**src/rtl/mafc_pkg.sv**
```systemverilog
// ----------------------------------------------------------------------------
// mafc_pkg
// Types and constants shared by the motor ADC frame conditioner.
// ----------------------------------------------------------------------------
package mafc_pkg;

  localparam int SAMPLE_BITS   = 10;
  localparam int CFG_IDX_BITS  = 3;
  localparam int CFG_DATA_BITS = 16;
  localparam int LIMIT_BITS    = 16;
  localparam int MID_BITS      = 10;
  localparam int GAIN_BITS     = 16;
  localparam int TPM_BITS      = 8;
  localparam int MPS_BITS      = 10;
  localparam int AVG_OUT_BITS  = 10;
  localparam int MA_BITS       = 16;
  localparam int BUS_MA_BITS   = 15;
  localparam int COUNT_BITS    = 16;
  localparam int NUM_PHASES    = 3;

  typedef logic [SAMPLE_BITS-1:0]  sample_t;
  typedef logic [LIMIT_BITS-1:0]   limit_t;
  typedef logic [MID_BITS-1:0]     mid_t;
  typedef logic [GAIN_BITS-1:0]    gain_t;
  typedef logic [TPM_BITS-1:0]     tpm_t;
  typedef logic [MPS_BITS-1:0]     mps_t;
  typedef logic [AVG_OUT_BITS-1:0] avg_out_t;
  typedef logic [COUNT_BITS-1:0]   count_t;

  typedef enum logic [CFG_IDX_BITS-1:0] {
    REG_PHASE_HIGH = 3'd0,
    REG_PHASE_LOW  = 3'd1,
    REG_BUS_HIGH   = 3'd2,
    REG_MIDPOINT   = 3'd3,
    REG_PHASE_GAIN = 3'd4,
    REG_BUS_GAIN   = 3'd5,
    REG_TICKS_MS   = 3'd6,
    REG_MS_SLOW    = 3'd7
  } reg_idx_e;

  typedef enum logic [2:0] {
    SLOT_VOLT = 3'b001,
    SLOT_KNOB = 3'b010,
    SLOT_BUS  = 3'b100
  } slot_e;

  localparam limit_t RST_PHASE_HIGH = 16'd65535;
  localparam limit_t RST_PHASE_LOW  = 16'd0;
  localparam limit_t RST_BUS_HIGH   = 16'd65535;
  localparam mid_t   RST_MIDPOINT   = 10'd512;
  localparam gain_t  RST_PHASE_GAIN = 16'd3234;
  localparam gain_t  RST_BUS_GAIN   = 16'd1650;
  localparam tpm_t   RST_TICKS_MS   = 8'd20;
  localparam mps_t   RST_MS_SLOW    = 10'd500;

  typedef struct packed {
    logic signed [MA_BITS-1:0] ma;
    logic                      oc;
  } lane_res_t;

  typedef struct packed {
    count_t frame_count;
    count_t ms_count;
    logic   ms_pulse;
    logic   slow_pulse;
  } tb_status_t;

  typedef struct packed {
    avg_out_t                  bus_voltage_avg;
    avg_out_t                  knob_avg;
    logic signed [MA_BITS-1:0] phase_a_ma;
    logic signed [MA_BITS-1:0] phase_b_ma;
    logic signed [MA_BITS-1:0] phase_c_ma;
    logic [BUS_MA_BITS-1:0]    bus_ma;
    logic                      phase_overcurrent;
    logic                      bus_overcurrent;
    tb_status_t                tb;
  } out_word_t;

endpackage

```
**src/rtl/mafc_in_if.sv**
```systemverilog
// ----------------------------------------------------------------------------
// mafc_in_if
// Valid/ready channel carrying one ADC frame word.
// ----------------------------------------------------------------------------
interface mafc_in_if;
  import mafc_pkg::*;

  logic    valid;
  logic    ready;
  sample_t mux_sample;
  sample_t phase_a_sample;
  sample_t phase_b_sample;
  sample_t phase_c_sample;

  modport source (
    output valid, mux_sample, phase_a_sample, phase_b_sample, phase_c_sample,
    input  ready
  );

  modport sink (
    input  valid, mux_sample, phase_a_sample, phase_b_sample, phase_c_sample,
    output ready
  );
endinterface

```
**src/rtl/mafc_out_if.sv**
```systemverilog
// ----------------------------------------------------------------------------
// mafc_out_if
// Valid/ready channel carrying one conditioned result word.
// ----------------------------------------------------------------------------
interface mafc_out_if;
  import mafc_pkg::*;

  logic                      valid;
  logic                      ready;
  avg_out_t                  bus_voltage_avg;
  avg_out_t                  knob_avg;
  logic signed [MA_BITS-1:0] phase_a_ma;
  logic signed [MA_BITS-1:0] phase_b_ma;
  logic signed [MA_BITS-1:0] phase_c_ma;
  logic [BUS_MA_BITS-1:0]    bus_ma;
  logic                      phase_overcurrent;
  logic                      bus_overcurrent;
  count_t                    frame_count;
  count_t                    ms_count;
  logic                      ms_pulse;
  logic                      slow_pulse;

  modport source (
    output valid, bus_voltage_avg, knob_avg, phase_a_ma, phase_b_ma, phase_c_ma,
           bus_ma, phase_overcurrent, bus_overcurrent, frame_count, ms_count,
           ms_pulse, slow_pulse,
    input  ready
  );

  modport sink (
    input  valid, bus_voltage_avg, knob_avg, phase_a_ma, phase_b_ma, phase_c_ma,
           bus_ma, phase_overcurrent, bus_overcurrent, frame_count, ms_count,
           ms_pulse, slow_pulse,
    output ready
  );
endinterface

```
**src/rtl/mafc_phase_lane.sv**
```systemverilog
// ----------------------------------------------------------------------------
// mafc_phase_lane
// One phase: signed mA around the midpoint, saturated, plus limit check.
// ----------------------------------------------------------------------------
module mafc_phase_lane #(
  parameter int CURRENT_SHIFT = 9
) (
  input  mafc_pkg::sample_t   raw_i,
  input  mafc_pkg::mid_t      mid_i,
  input  mafc_pkg::gain_t     gain_i,
  input  mafc_pkg::limit_t    high_i,
  input  mafc_pkg::limit_t    low_i,
  output mafc_pkg::lane_res_t res_o
);
  import mafc_pkg::*;

  localparam int PW = SAMPLE_BITS + GAIN_BITS;
  localparam logic [PW-1:0] POS_MAX = PW'((1 << (MA_BITS - 1)) - 1);
  localparam logic [PW-1:0] NEG_MAX = PW'(1 << (MA_BITS - 1));

  logic                neg;
  logic [MID_BITS-1:0] mag;
  logic [PW-1:0]       prod;
  logic [PW-1:0]       scaled;
  limit_t              raw_ext;

  assign neg     = raw_i < mid_i;
  assign mag     = neg ? MID_BITS'(mid_i - raw_i) : MID_BITS'(raw_i - mid_i);
  assign prod    = PW'(mag) * PW'(gain_i);
  assign scaled  = prod >> CURRENT_SHIFT;
  assign raw_ext = LIMIT_BITS'(raw_i);

  always_comb begin
    if (neg) begin
      if (scaled > NEG_MAX) begin
        res_o.ma = MA_BITS'(NEG_MAX);
      end else begin
        res_o.ma = MA_BITS'(MA_BITS'(0) - scaled[MA_BITS-1:0]);
      end
    end else begin
      if (scaled > POS_MAX) begin
        res_o.ma = MA_BITS'(POS_MAX);
      end else begin
        res_o.ma = scaled[MA_BITS-1:0];
      end
    end
    res_o.oc = (raw_ext > high_i) || (raw_ext < low_i);
  end

endmodule

```
**src/rtl/mafc_batch_avg.sv**
```systemverilog
// ----------------------------------------------------------------------------
// mafc_batch_avg
// Batch averager: first sample passes, then one result per 2^LOG2N samples.
// ----------------------------------------------------------------------------
module mafc_batch_avg #(
  parameter int LOG2N = 6
) (
  input  logic              clk_i,
  input  logic              rst_ni,
  input  logic              en_i,
  input  mafc_pkg::sample_t sample_i,
  output mafc_pkg::sample_t avg_o
);
  import mafc_pkg::*;

  localparam int SW = SAMPLE_BITS + LOG2N;

  logic [SW-1:0]    sum_q, sum_d, sum_add;
  logic [LOG2N-1:0] cnt_q, cnt_d;
  logic             primed_q, primed_d;
  sample_t          avg_q, avg_d;

  assign sum_add = sum_q + SW'(sample_i);

  always_comb begin
    sum_d    = sum_q;
    cnt_d    = cnt_q;
    primed_d = primed_q;
    avg_d    = avg_q;
    if (en_i) begin
      if (primed_q) begin
        if (cnt_q == '1) begin
          avg_d = sum_add[SW-1:LOG2N];
          sum_d = '0;
          cnt_d = '0;
        end else begin
          sum_d = sum_add;
          cnt_d = LOG2N'(cnt_q + 1'b1);
        end
      end else begin
        avg_d    = sample_i;
        primed_d = 1'b1;
      end
    end
  end

  always_ff @(posedge clk_i or negedge rst_ni) begin
    if (!rst_ni) begin
      sum_q    <= '0;
      cnt_q    <= '0;
      primed_q <= 1'b0;
      avg_q    <= '0;
    end else begin
      sum_q    <= sum_d;
      cnt_q    <= cnt_d;
      primed_q <= primed_d;
      avg_q    <= avg_d;
    end
  end

  assign avg_o = avg_d;

endmodule

```
**src/rtl/mafc_timebase.sv**
```systemverilog
// ----------------------------------------------------------------------------
// mafc_timebase
// Frame counter with millisecond and slow tick dividers.
// ----------------------------------------------------------------------------
module mafc_timebase (
  input  logic                 clk_i,
  input  logic                 rst_ni,
  input  logic                 en_i,
  input  mafc_pkg::tpm_t       ticks_per_ms_i,
  input  mafc_pkg::mps_t       ms_per_slow_i,
  output mafc_pkg::tb_status_t st_o
);
  import mafc_pkg::*;

  tpm_t              frames_q, frames_d;
  mps_t              slow_q, slow_d;
  count_t            frame_ticks_q, frame_ticks_d;
  count_t            ms_ticks_q, ms_ticks_d;
  logic [TPM_BITS:0] frames_inc;
  logic [MPS_BITS:0] slow_inc;
  logic              ms_fire, slow_fire;

  assign frames_inc = (TPM_BITS + 1)'(frames_q) + 1'b1;
  assign slow_inc   = (MPS_BITS + 1)'(slow_q) + 1'b1;
  assign ms_fire    = frames_inc >= (TPM_BITS + 1)'(ticks_per_ms_i);
  assign slow_fire  = ms_fire && (slow_inc >= (MPS_BITS + 1)'(ms_per_slow_i));

  always_comb begin
    frame_ticks_d = COUNT_BITS'(frame_ticks_q + 1'b1);
    frames_d      = ms_fire ? '0 : frames_inc[TPM_BITS-1:0];
    ms_ticks_d    = ms_fire ? COUNT_BITS'(ms_ticks_q + 1'b1) : ms_ticks_q;
    if (!ms_fire) begin
      slow_d = slow_q;
    end else if (slow_fire) begin
      slow_d = '0;
    end else begin
      slow_d = slow_inc[MPS_BITS-1:0];
    end
  end

  always_ff @(posedge clk_i or negedge rst_ni) begin
    if (!rst_ni) begin
      frames_q      <= '0;
      slow_q        <= '0;
      frame_ticks_q <= '0;
      ms_ticks_q    <= '0;
    end else if (en_i) begin
      frames_q      <= frames_d;
      slow_q        <= slow_d;
      frame_ticks_q <= frame_ticks_d;
      ms_ticks_q    <= ms_ticks_d;
    end
  end

  assign st_o.frame_count = frame_ticks_d;
  assign st_o.ms_count    = ms_ticks_d;
  assign st_o.ms_pulse    = ms_fire;
  assign st_o.slow_pulse  = slow_fire;

endmodule

```
**src/rtl/motor_adc_frame_conditioner.sv**
```systemverilog
// ----------------------------------------------------------------------------
// motor_adc_frame_conditioner
// Per-frame ADC conditioning: averages, mA scaling, overcurrent, time base.
// ----------------------------------------------------------------------------
// Takes one ADC frame word per clock while ready is high and returns one
// result word per frame from a two-word output buffer. The three phase
// currents are handled by parallel lanes (one 10x16 multiply each) whose
// results merge with the batch averagers, the bus current scaler and the
// time base into the output register. Input ready drops only while both
// buffer words are occupied, so with the output side taking every word the
// block sustains one frame per cycle. Configuration writes take effect on
// the next frame.
module motor_adc_frame_conditioner #(
  parameter int VOLTAGE_BATCH_LOG2 = 6,
  parameter int KNOB_BATCH_LOG2    = 3,
  parameter int CURRENT_SHIFT      = 9
) (
  input  logic                                 clk_i,
  input  logic                                 rst_ni,
  mafc_in_if.sink                              in_i,
  mafc_out_if.source                           out_o,
  input  logic                                 cfg_we_i,
  input  logic [mafc_pkg::CFG_IDX_BITS-1:0]    cfg_index_i,
  input  logic [mafc_pkg::CFG_DATA_BITS-1:0]   cfg_data_i
);
  import mafc_pkg::*;

  localparam int BW = SAMPLE_BITS + GAIN_BITS;
  localparam logic [BW-1:0] BUS_MAX = BW'((1 << BUS_MA_BITS) - 1);

  limit_t phase_high_q, phase_low_q, bus_high_q;
  mid_t   midpoint_q;
  gain_t  phase_gain_q, bus_gain_q;
  tpm_t   ticks_ms_q;
  mps_t   ms_slow_q;

  slot_e   slot_q, slot_d;
  sample_t bus_raw_q, bus_raw_d;
  logic    accept, volt_en, knob_en;

  sample_t    volt_avg, knob_avg;
  tb_status_t tb_st;
  sample_t    phase_raw [NUM_PHASES];
  lane_res_t  lane_res  [NUM_PHASES];

  logic [BW-1:0] bus_prod, bus_scaled;
  out_word_t     word_d, main_q, skid_q;
  logic          out_valid_q, skid_valid_q, pop;

  // configuration
  always_ff @(posedge clk_i or negedge rst_ni) begin
    if (!rst_ni) begin
      phase_high_q <= RST_PHASE_HIGH;
      phase_low_q  <= RST_PHASE_LOW;
      bus_high_q   <= RST_BUS_HIGH;
      midpoint_q   <= RST_MIDPOINT;
      phase_gain_q <= RST_PHASE_GAIN;
      bus_gain_q   <= RST_BUS_GAIN;
      ticks_ms_q   <= RST_TICKS_MS;
      ms_slow_q    <= RST_MS_SLOW;
    end else if (cfg_we_i) begin
      case (reg_idx_e'(cfg_index_i))
        REG_PHASE_HIGH: phase_high_q <= cfg_data_i[LIMIT_BITS-1:0];
        REG_PHASE_LOW:  phase_low_q  <= cfg_data_i[LIMIT_BITS-1:0];
        REG_BUS_HIGH:   bus_high_q   <= cfg_data_i[LIMIT_BITS-1:0];
        REG_MIDPOINT:   midpoint_q   <= cfg_data_i[MID_BITS-1:0];
        REG_PHASE_GAIN: phase_gain_q <= cfg_data_i[GAIN_BITS-1:0];
        REG_BUS_GAIN:   bus_gain_q   <= cfg_data_i[GAIN_BITS-1:0];
        REG_TICKS_MS:   ticks_ms_q   <= cfg_data_i[TPM_BITS-1:0];
        REG_MS_SLOW:    ms_slow_q    <= cfg_data_i[MPS_BITS-1:0];
        default: ;
      endcase
    end
  end

  assign accept = in_i.valid && in_i.ready;

  // mux channel slot rotation
  always_comb begin
    volt_en   = 1'b0;
    knob_en   = 1'b0;
    bus_raw_d = bus_raw_q;
    case (slot_q)
      SLOT_VOLT: begin
        volt_en = accept;
        slot_d  = SLOT_KNOB;
      end
      SLOT_KNOB: begin
        knob_en = accept;
        slot_d  = SLOT_BUS;
      end
      SLOT_BUS: begin
        bus_raw_d = in_i.mux_sample;
        slot_d    = SLOT_VOLT;
      end
      default: begin
        slot_d = SLOT_VOLT;
      end
    endcase
  end

  always_ff @(posedge clk_i or negedge rst_ni) begin
    if (!rst_ni) begin
      slot_q    <= SLOT_VOLT;
      bus_raw_q <= '0;
    end else if (accept) begin
      slot_q    <= slot_d;
      bus_raw_q <= bus_raw_d;
    end
  end

  mafc_batch_avg #(.LOG2N(VOLTAGE_BATCH_LOG2)) u_volt_avg (
    .clk_i    (clk_i),
    .rst_ni   (rst_ni),
    .en_i     (volt_en),
    .sample_i (in_i.mux_sample),
    .avg_o    (volt_avg)
  );

  mafc_batch_avg #(.LOG2N(KNOB_BATCH_LOG2)) u_knob_avg (
    .clk_i    (clk_i),
    .rst_ni   (rst_ni),
    .en_i     (knob_en),
    .sample_i (in_i.mux_sample),
    .avg_o    (knob_avg)
  );

  mafc_timebase u_timebase (
    .clk_i          (clk_i),
    .rst_ni         (rst_ni),
    .en_i           (accept),
    .ticks_per_ms_i (ticks_ms_q),
    .ms_per_slow_i  (ms_slow_q),
    .st_o           (tb_st)
  );

  assign phase_raw[0] = in_i.phase_a_sample;
  assign phase_raw[1] = in_i.phase_b_sample;
  assign phase_raw[2] = in_i.phase_c_sample;

  for (genvar g = 0; g < NUM_PHASES; g++) begin : g_lane
    mafc_phase_lane #(.CURRENT_SHIFT(CURRENT_SHIFT)) u_lane (
      .raw_i  (phase_raw[g]),
      .mid_i  (midpoint_q),
      .gain_i (phase_gain_q),
      .high_i (phase_high_q),
      .low_i  (phase_low_q),
      .res_o  (lane_res[g])
    );
  end

  // merge
  assign bus_prod   = BW'(bus_raw_d) * BW'(bus_gain_q);
  assign bus_scaled = bus_prod >> CURRENT_SHIFT;

  always_comb begin
    word_d.bus_voltage_avg   = AVG_OUT_BITS'(volt_avg);
    word_d.knob_avg          = AVG_OUT_BITS'(knob_avg);
    word_d.phase_a_ma        = lane_res[0].ma;
    word_d.phase_b_ma        = lane_res[1].ma;
    word_d.phase_c_ma        = lane_res[2].ma;
    word_d.bus_ma            = (bus_scaled > BUS_MAX) ? BUS_MA_BITS'(BUS_MAX)
                                                      : bus_scaled[BUS_MA_BITS-1:0];
    word_d.phase_overcurrent = lane_res[0].oc || lane_res[1].oc || lane_res[2].oc;
    word_d.bus_overcurrent   = LIMIT_BITS'(bus_raw_d) > bus_high_q;
    word_d.tb                = tb_st;
  end

  // two-word output buffer
  assign pop        = out_valid_q && out_o.ready;
  assign in_i.ready = !skid_valid_q;

  always_ff @(posedge clk_i or negedge rst_ni) begin
    if (!rst_ni) begin
      out_valid_q  <= 1'b0;
      skid_valid_q <= 1'b0;
    end else begin
      if (pop) begin
        if (skid_valid_q) begin
          skid_valid_q <= 1'b0;
        end else begin
          out_valid_q <= accept;
        end
      end else if (accept) begin
        if (out_valid_q) begin
          skid_valid_q <= 1'b1;
        end else begin
          out_valid_q <= 1'b1;
        end
      end
    end
  end

  always_ff @(posedge clk_i) begin
    if (pop && skid_valid_q) begin
      main_q <= skid_q;
    end else if (accept && (pop || !out_valid_q)) begin
      main_q <= word_d;
    end
    if (accept && out_valid_q && !pop) begin
      skid_q <= word_d;
    end
  end

  assign out_o.valid             = out_valid_q;
  assign out_o.bus_voltage_avg   = main_q.bus_voltage_avg;
  assign out_o.knob_avg          = main_q.knob_avg;
  assign out_o.phase_a_ma        = main_q.phase_a_ma;
  assign out_o.phase_b_ma        = main_q.phase_b_ma;
  assign out_o.phase_c_ma        = main_q.phase_c_ma;
  assign out_o.bus_ma            = main_q.bus_ma;
  assign out_o.phase_overcurrent = main_q.phase_overcurrent;
  assign out_o.bus_overcurrent   = main_q.bus_overcurrent;
  assign out_o.frame_count       = main_q.tb.frame_count;
  assign out_o.ms_count          = main_q.tb.ms_count;
  assign out_o.ms_pulse          = main_q.tb.ms_pulse;
  assign out_o.slow_pulse        = main_q.tb.slow_pulse;

endmodule

```
**src/flat_wrapper.sv**
```systemverilog
// flat-port wrapper written by rule: the top's interface ports become plain ports
module motor_adc_frame_conditioner_flat import mafc_pkg::*;
#(
  parameter int VOLTAGE_BATCH_LOG2 = 6,
  parameter int KNOB_BATCH_LOG2    = 3,
  parameter int CURRENT_SHIFT      = 9
)
  (clk_i, rst_ni, cfg_we_i, cfg_index_i, cfg_data_i, in_i_valid, in_i_mux_sample, in_i_phase_a_sample, in_i_phase_b_sample, in_i_phase_c_sample, in_i_ready, out_o_valid, out_o_bus_voltage_avg, out_o_knob_avg, out_o_phase_a_ma, out_o_phase_b_ma, out_o_phase_c_ma, out_o_bus_ma, out_o_phase_overcurrent, out_o_bus_overcurrent, out_o_frame_count, out_o_ms_count, out_o_ms_pulse, out_o_slow_pulse, out_o_ready);
  mafc_in_if in_i_i ();
  mafc_out_if out_o_i ();
  input  logic clk_i;
  input  logic rst_ni;
  input  logic cfg_we_i;
  input  logic [mafc_pkg::CFG_IDX_BITS-1:0] cfg_index_i;
  input  logic [mafc_pkg::CFG_DATA_BITS-1:0] cfg_data_i;
  input wire logic [$bits(in_i_i.valid)-1:0] in_i_valid;
  input wire logic [$bits(in_i_i.mux_sample)-1:0] in_i_mux_sample;
  input wire logic [$bits(in_i_i.phase_a_sample)-1:0] in_i_phase_a_sample;
  input wire logic [$bits(in_i_i.phase_b_sample)-1:0] in_i_phase_b_sample;
  input wire logic [$bits(in_i_i.phase_c_sample)-1:0] in_i_phase_c_sample;
  output wire logic [$bits(in_i_i.ready)-1:0] in_i_ready;
  output wire logic [$bits(out_o_i.valid)-1:0] out_o_valid;
  output wire logic [$bits(out_o_i.bus_voltage_avg)-1:0] out_o_bus_voltage_avg;
  output wire logic [$bits(out_o_i.knob_avg)-1:0] out_o_knob_avg;
  output wire logic [$bits(out_o_i.phase_a_ma)-1:0] out_o_phase_a_ma;
  output wire logic [$bits(out_o_i.phase_b_ma)-1:0] out_o_phase_b_ma;
  output wire logic [$bits(out_o_i.phase_c_ma)-1:0] out_o_phase_c_ma;
  output wire logic [$bits(out_o_i.bus_ma)-1:0] out_o_bus_ma;
  output wire logic [$bits(out_o_i.phase_overcurrent)-1:0] out_o_phase_overcurrent;
  output wire logic [$bits(out_o_i.bus_overcurrent)-1:0] out_o_bus_overcurrent;
  output wire logic [$bits(out_o_i.frame_count)-1:0] out_o_frame_count;
  output wire logic [$bits(out_o_i.ms_count)-1:0] out_o_ms_count;
  output wire logic [$bits(out_o_i.ms_pulse)-1:0] out_o_ms_pulse;
  output wire logic [$bits(out_o_i.slow_pulse)-1:0] out_o_slow_pulse;
  input wire logic [$bits(out_o_i.ready)-1:0] out_o_ready;
  assign in_i_i.valid = in_i_valid;
  assign in_i_i.mux_sample = in_i_mux_sample;
  assign in_i_i.phase_a_sample = in_i_phase_a_sample;
  assign in_i_i.phase_b_sample = in_i_phase_b_sample;
  assign in_i_i.phase_c_sample = in_i_phase_c_sample;
  assign in_i_ready = in_i_i.ready;
  assign out_o_valid = out_o_i.valid;
  assign out_o_bus_voltage_avg = out_o_i.bus_voltage_avg;
  assign out_o_knob_avg = out_o_i.knob_avg;
  assign out_o_phase_a_ma = out_o_i.phase_a_ma;
  assign out_o_phase_b_ma = out_o_i.phase_b_ma;
  assign out_o_phase_c_ma = out_o_i.phase_c_ma;
  assign out_o_bus_ma = out_o_i.bus_ma;
  assign out_o_phase_overcurrent = out_o_i.phase_overcurrent;
  assign out_o_bus_overcurrent = out_o_i.bus_overcurrent;
  assign out_o_frame_count = out_o_i.frame_count;
  assign out_o_ms_count = out_o_i.ms_count;
  assign out_o_ms_pulse = out_o_i.ms_pulse;
  assign out_o_slow_pulse = out_o_i.slow_pulse;
  assign out_o_i.ready = out_o_ready;
  motor_adc_frame_conditioner #(.VOLTAGE_BATCH_LOG2(VOLTAGE_BATCH_LOG2), .KNOB_BATCH_LOG2(KNOB_BATCH_LOG2), .CURRENT_SHIFT(CURRENT_SHIFT)) u_core (.clk_i(clk_i), .rst_ni(rst_ni), .in_i(in_i_i), .out_o(out_o_i), .cfg_we_i(cfg_we_i), .cfg_index_i(cfg_index_i), .cfg_data_i(cfg_data_i));
endmodule
```
**config.mk**
```make
export PLATFORM = sky130hd
export DESIGN_NAME = motor_adc_frame_conditioner_flat
export DESIGN_NICKNAME = d
export VERILOG_FILES = /design/src/rtl/mafc_pkg.sv /design/src/rtl/mafc_in_if.sv /design/src/rtl/mafc_out_if.sv /design/src/rtl/mafc_phase_lane.sv /design/src/rtl/mafc_batch_avg.sv /design/src/rtl/mafc_timebase.sv /design/src/rtl/motor_adc_frame_conditioner.sv /design/src/flat_wrapper.sv
export SDC_FILE = /design/constraint.sdc
export NUM_CORES = 2
export LEC_CHECK = 0
export ABC_AREA = 1
export BUFFER_PORTS_ARGS = -buffer_cell sky130_fd_sc_hd__buf_2
export CAP_MARGIN = 20
export CORE_ASPECT_RATIO = 0.8
export CORE_MARGIN = 2
export CORE_UTILIZATION = 59
export CTS_BUF_LIST = sky130_fd_sc_hd__clkbuf_4 sky130_fd_sc_hd__clkbuf_8
export DETAILED_ROUTE_END_ITERATION = 7
export HOLD_SLACK_MARGIN = 0.1
export PLACE_DENSITY = 0.8
export SYNTH_ARGS = -nofsm -noshare
export SYNTH_HDL_FRONTEND = slang
export SYNTH_SLANG_ARGS = --single-unit
```
**constraint.sdc**
```tcl
create_clock -name clk_i -period 7.28 [get_ports clk_i]
set_input_delay 0.364 -clock clk_i [delete_from_list [all_inputs] [get_ports clk_i]]
set_output_delay 0.364 -clock clk_i [all_outputs]
set_load 0.02 [all_outputs]
```
==> results.py <==
metrics = {
    "route": {
        "routed_wl_mm": 144,
        "ant_nets": 0,
        "wire_per_inst_um": 18.6,
        "routed_via_density": 5.64,
        "post-route-drc-count": 0,
        "drt_first_pass_iters": 8,
        "routed-via-count": 43700,
        "drt_first_iter_violations": 4344,
    },
    "synthesis": {
        "ys_warn_count": 0,
        "synthCells": 5849,
        "yosysUniqueCellTypes": 64,
        "synth_fp_nets": 6768,
        "synthFlopType": "edfxtp_1",
        "synth_area_um2": 47100,
        "synth_seq_cells": 471,
        "syn_avg_cell_area_um2": 8.06,
        "synth_edf_count": 238,
        "ys_seq_area_share_pct": 27.7,
        "async_reset_ff_share_pct": 49.5,
    },
    "critical_path": {
        "slowest_stage": "dfstp_2",
        "worst-setup-path-type": "reg2reg",
        "r2r_cells": 43,
        "r2r-start": "u_core.midpoint_q[9]$_DFFE_PN1P_",
        "worst_setup_path_start_kind": "flop",
        "endpoint_kind": "flop",
        "arrival_ns": 8.24,
        "reg2reg_slack_ns": -0.41,
        "crit_required_ns": 7.83,
        "crit_fanout": 8,
        "slowest_delay_ns": 0.55,
        "r2r_end": "u_core.out_o.phase_a_ma[2]$_DFFE_PP_",
    },
    "global_routing": {
        "grtUsageTotal_pct": 33.9,
        "grt_start_max_net_pins": 164,
        "grt_pass1_wl_mm": 224,
        "grt-ovfl-total": 0,
        "grt_antenna_before_repair": 4,
        "grt_pass1_vias": 43100,
    },
    "placement": {
        "gp_congestion": 0.980,
        "placed_cell_area_um2": 53100,
        "io_buffers": 184,
        "hpwl_mm": 104,
    },
    "clocking": {
        "clk_pin_slew_worst_paths_ns": 0.07,
        "cts.path.max_buffers": 3,
        "clock_latency_ns": 0.73,
        "tritoncts": "yes",
        "clock-sinks": 471,
        "htreeDepth": 3,
        "cts_made_buffers": 75,
        "root_buffer": "clkbuf_8",
    },
    "timing": {
        "fmax_mhz": 130,
        "slew-limit-headroom_pct": 27.4,
        "setup_viol": 96,
        "rsz0062_at_grt": "yes",
        "hold_viol": 0,
        "period_share_pct": 106,
        "min_period_ns": 7.69,
        "drv_slew": 0,
        "clock_skew_ns": 0.0493,
        "worst_slack_ns": -0.411,
        "worst_pin_slew_ns": 1.09,
        "whs_ns": 0.153,
    },
    "finish": {
        "nets": 7584,
        "post-route-cell-area_um2": 59300,
        "layout_commonest_cell": "nand2_1",
        "multiInputGateArea_um2": 32500,
        "layout-drive-gt1-share_pct": 26.2,
        "syn_to_final_growth_pct": 25.8,
        "fillers": 5350,
        "final_util_pct": 75.1,
        "seqCellArea_um2": 13100,
        "layout_common_cells": "nand2_1, inv_1, buf_4",
    },
    "job": {
        "cap_violations": 0,
    },
    "min_path": {
        "hold_path_depth": 3,
        "holdPathEnd": "u_core.u_volt_avg.avg_q[7]$_DFF_PN0_",
        "worstHoldPathType": "in2reg",
        "hold_start": "in_i_mux_sample[7]",
    },
    "run_status": {
        "violations": "setup timing",
        "status": "complete, but fails checks",
    },
    "die": {
        "fp.dieW_um": 320,
        "die_area_um2": 82200,
        "die_h_um": 257,
        "io_pins": 185,
        "start_util_pct": 59.7,
        "core_um2": 79000,
        "num_rows": 92,
    },
}
==> worst max path at each step <==
stage	from	to	cells past startpoint	slack, ns
floorplan	u_core.midpoint_q[9]$_DFFE_PN1P_	u_core.out_o.phase_a_ma[15]$_DFFE_PP_	41	-0.002
global placement	in_i_phase_a_sample[0]	u_core.out_o.phase_a_ma[13]$_DFFE_PP_	39	-0.85
detailed placement	in_i_phase_a_sample[0]	u_core.out_o.phase_a_ma[13]$_DFFE_PP_	42	-0.98
CTS	u_core.midpoint_q[0]$_DFFE_PN0P_	u_core.out_o.phase_a_ma[10]$_DFFE_PP_	43	-0.20
global route	u_core.midpoint_q[9]$_DFFE_PN1P_	u_core.out_o.phase_a_ma[10]$_DFFE_PP_	45	-0.71
finish	u_core.midpoint_q[9]$_DFFE_PN1P_	u_core.out_o.phase_a_ma[2]$_DFFE_PP_	43	-0.41
==> per-stage QoR <==
step / std cells / worst slack [ns] / setup TNS (ns)
floorplan: 5849 / -0.00194 / -0.00194
global placement: 7452 / -0.846 / -46.17
detailed placement: 7452 / -0.977 / -57.16
CTS: 7682 / -0.198 / -9.49
global route: 7761 / -0.714 / -53.88
finish: 7761 / -0.411 / -25.04
==> routing by layer <==
metal  vias to the layer above  part of all wire, %  global-route usage [%]
met1                     20900                   41                    47.6
met5                         -                0.015                       0
met2                      2280                   45                    52.4
li1                      20100                    -                       -
met4                         4                  3.6                    10.6
met3                       425                   11                    7.85
==> kinds of logic after synthesis <==
| logic type | after synthesis | share of synthesized area, % |
|---|---|---|
| flip-flops | 471 | 27.7 |
| buffers and inverters | 1197 | 9.68 |
| multiplexers | 2 | 0.0425 |
| AND/OR/NAND/NOR | 2439 | 21.3 |
| adder cells (fa/ha/maj) | 855 | 29.8 |
| XOR/XNOR | 149 | 2.84 |
| AO/OA/AOI/OAI | 736 | 8.69 |
==> layout make-up <==
class | count | area share (%)
inverter | 995 | 6.34
multi-input combinational | 4186 | 54.8
sequential | 471 | 22.0
clock buffer | 114 | 2.40
timing repair buffer | 936 | 11.8
clock inverter | 23 | 0.468
antenna | 2 | 0.00844
tap | 1034 | 2.18
==> Yosys cell counts (all sizes together), types with 9 or more instances <==
cell type | n | area share, %
nor3 | 63 | 0.67
a31oi | 35 | 0.46
clkbuf | 154 | 1.2
dfstp | 53 | 3.0
o21bai | 13 | 0.22
o211ai | 12 | 0.19
xnor2 | 33 | 0.61
nor2 | 534 | 4.3
a21oi | 235 | 2.5
fa | 444 | 19
xor2 | 116 | 2.2
dfrtp | 180 | 9.6
or2 | 12 | 0.16
clkinv | 9 | 0.072
a21o | 21 | 0.33
o21a | 17 | 0.27
o21ai | 344 | 3.7
buf | 48 | 0.51
ha | 411 | 11
inv | 986 | 7.9
nand2 | 1520 | 12
nand4 | 52 | 0.69
o22ai | 16 | 0.21
nor4 | 15 | 0.20
nand3 | 202 | 2.3
a221oi | 12 | 0.22
nand3b | 29 | 0.46
edfxtp | 238 | 15
==> worst max-delay path: cells and delay by family (launching register included) <==
| family | cells | cell delay, ns |
|---|---|---|
| and+or+nand+nor | 16 | 1.61 |
| adders and majority gates | 7 | 3.07 |
| muxes | 1 | 0.21 |
| buffers and inverters | 14 | 1.37 |
| xor gates and xnor gates | 1 | 0.23 |
| AOI/OAI and AO/OA | 4 | 0.50 |
| DFF | 1 | 0.55 |
==> timing repair <==
item | CTS | global route
endpoints found under the hold margin | 93 | 0
pin swaps | 148 | 228
cloned | 7 | 4
setup endpoints to repair | 101 | 126
resized for setup | 374 | 446
buffers inserted | 68 | 75
hold buffers | 18 | 0
==> state kept, by name, indices dropped and copies added (netlist names), 13 cells and up <==
name / cells
u_core.u_timebase.ms_ticks_q: 16
u_core.bus_high_q: 16
u_core.out_o.phase_a_ma: 16
u_core.skid_q: 119
u_core.out_o.phase_c_ma: 16
u_core.out_o.bus_ma: 15
u_core.phase_low_q: 16
u_core.phase_gain_q: 16
u_core.u_knob_avg.sum_q: 13
u_core.bus_gain_q: 16
u_core.u_volt_avg.sum_q: 16
u_core.out_o.ms_count: 16
u_core.out_o.phase_b_ma: 16
u_core.u_timebase.frame_ticks_q: 16
u_core.out_o.frame_count: 16
u_core.phase_high_q: 16
Power is not shown: default switching activity piles up to over one toggle a cycle in this logic, so the estimate is an artifact.
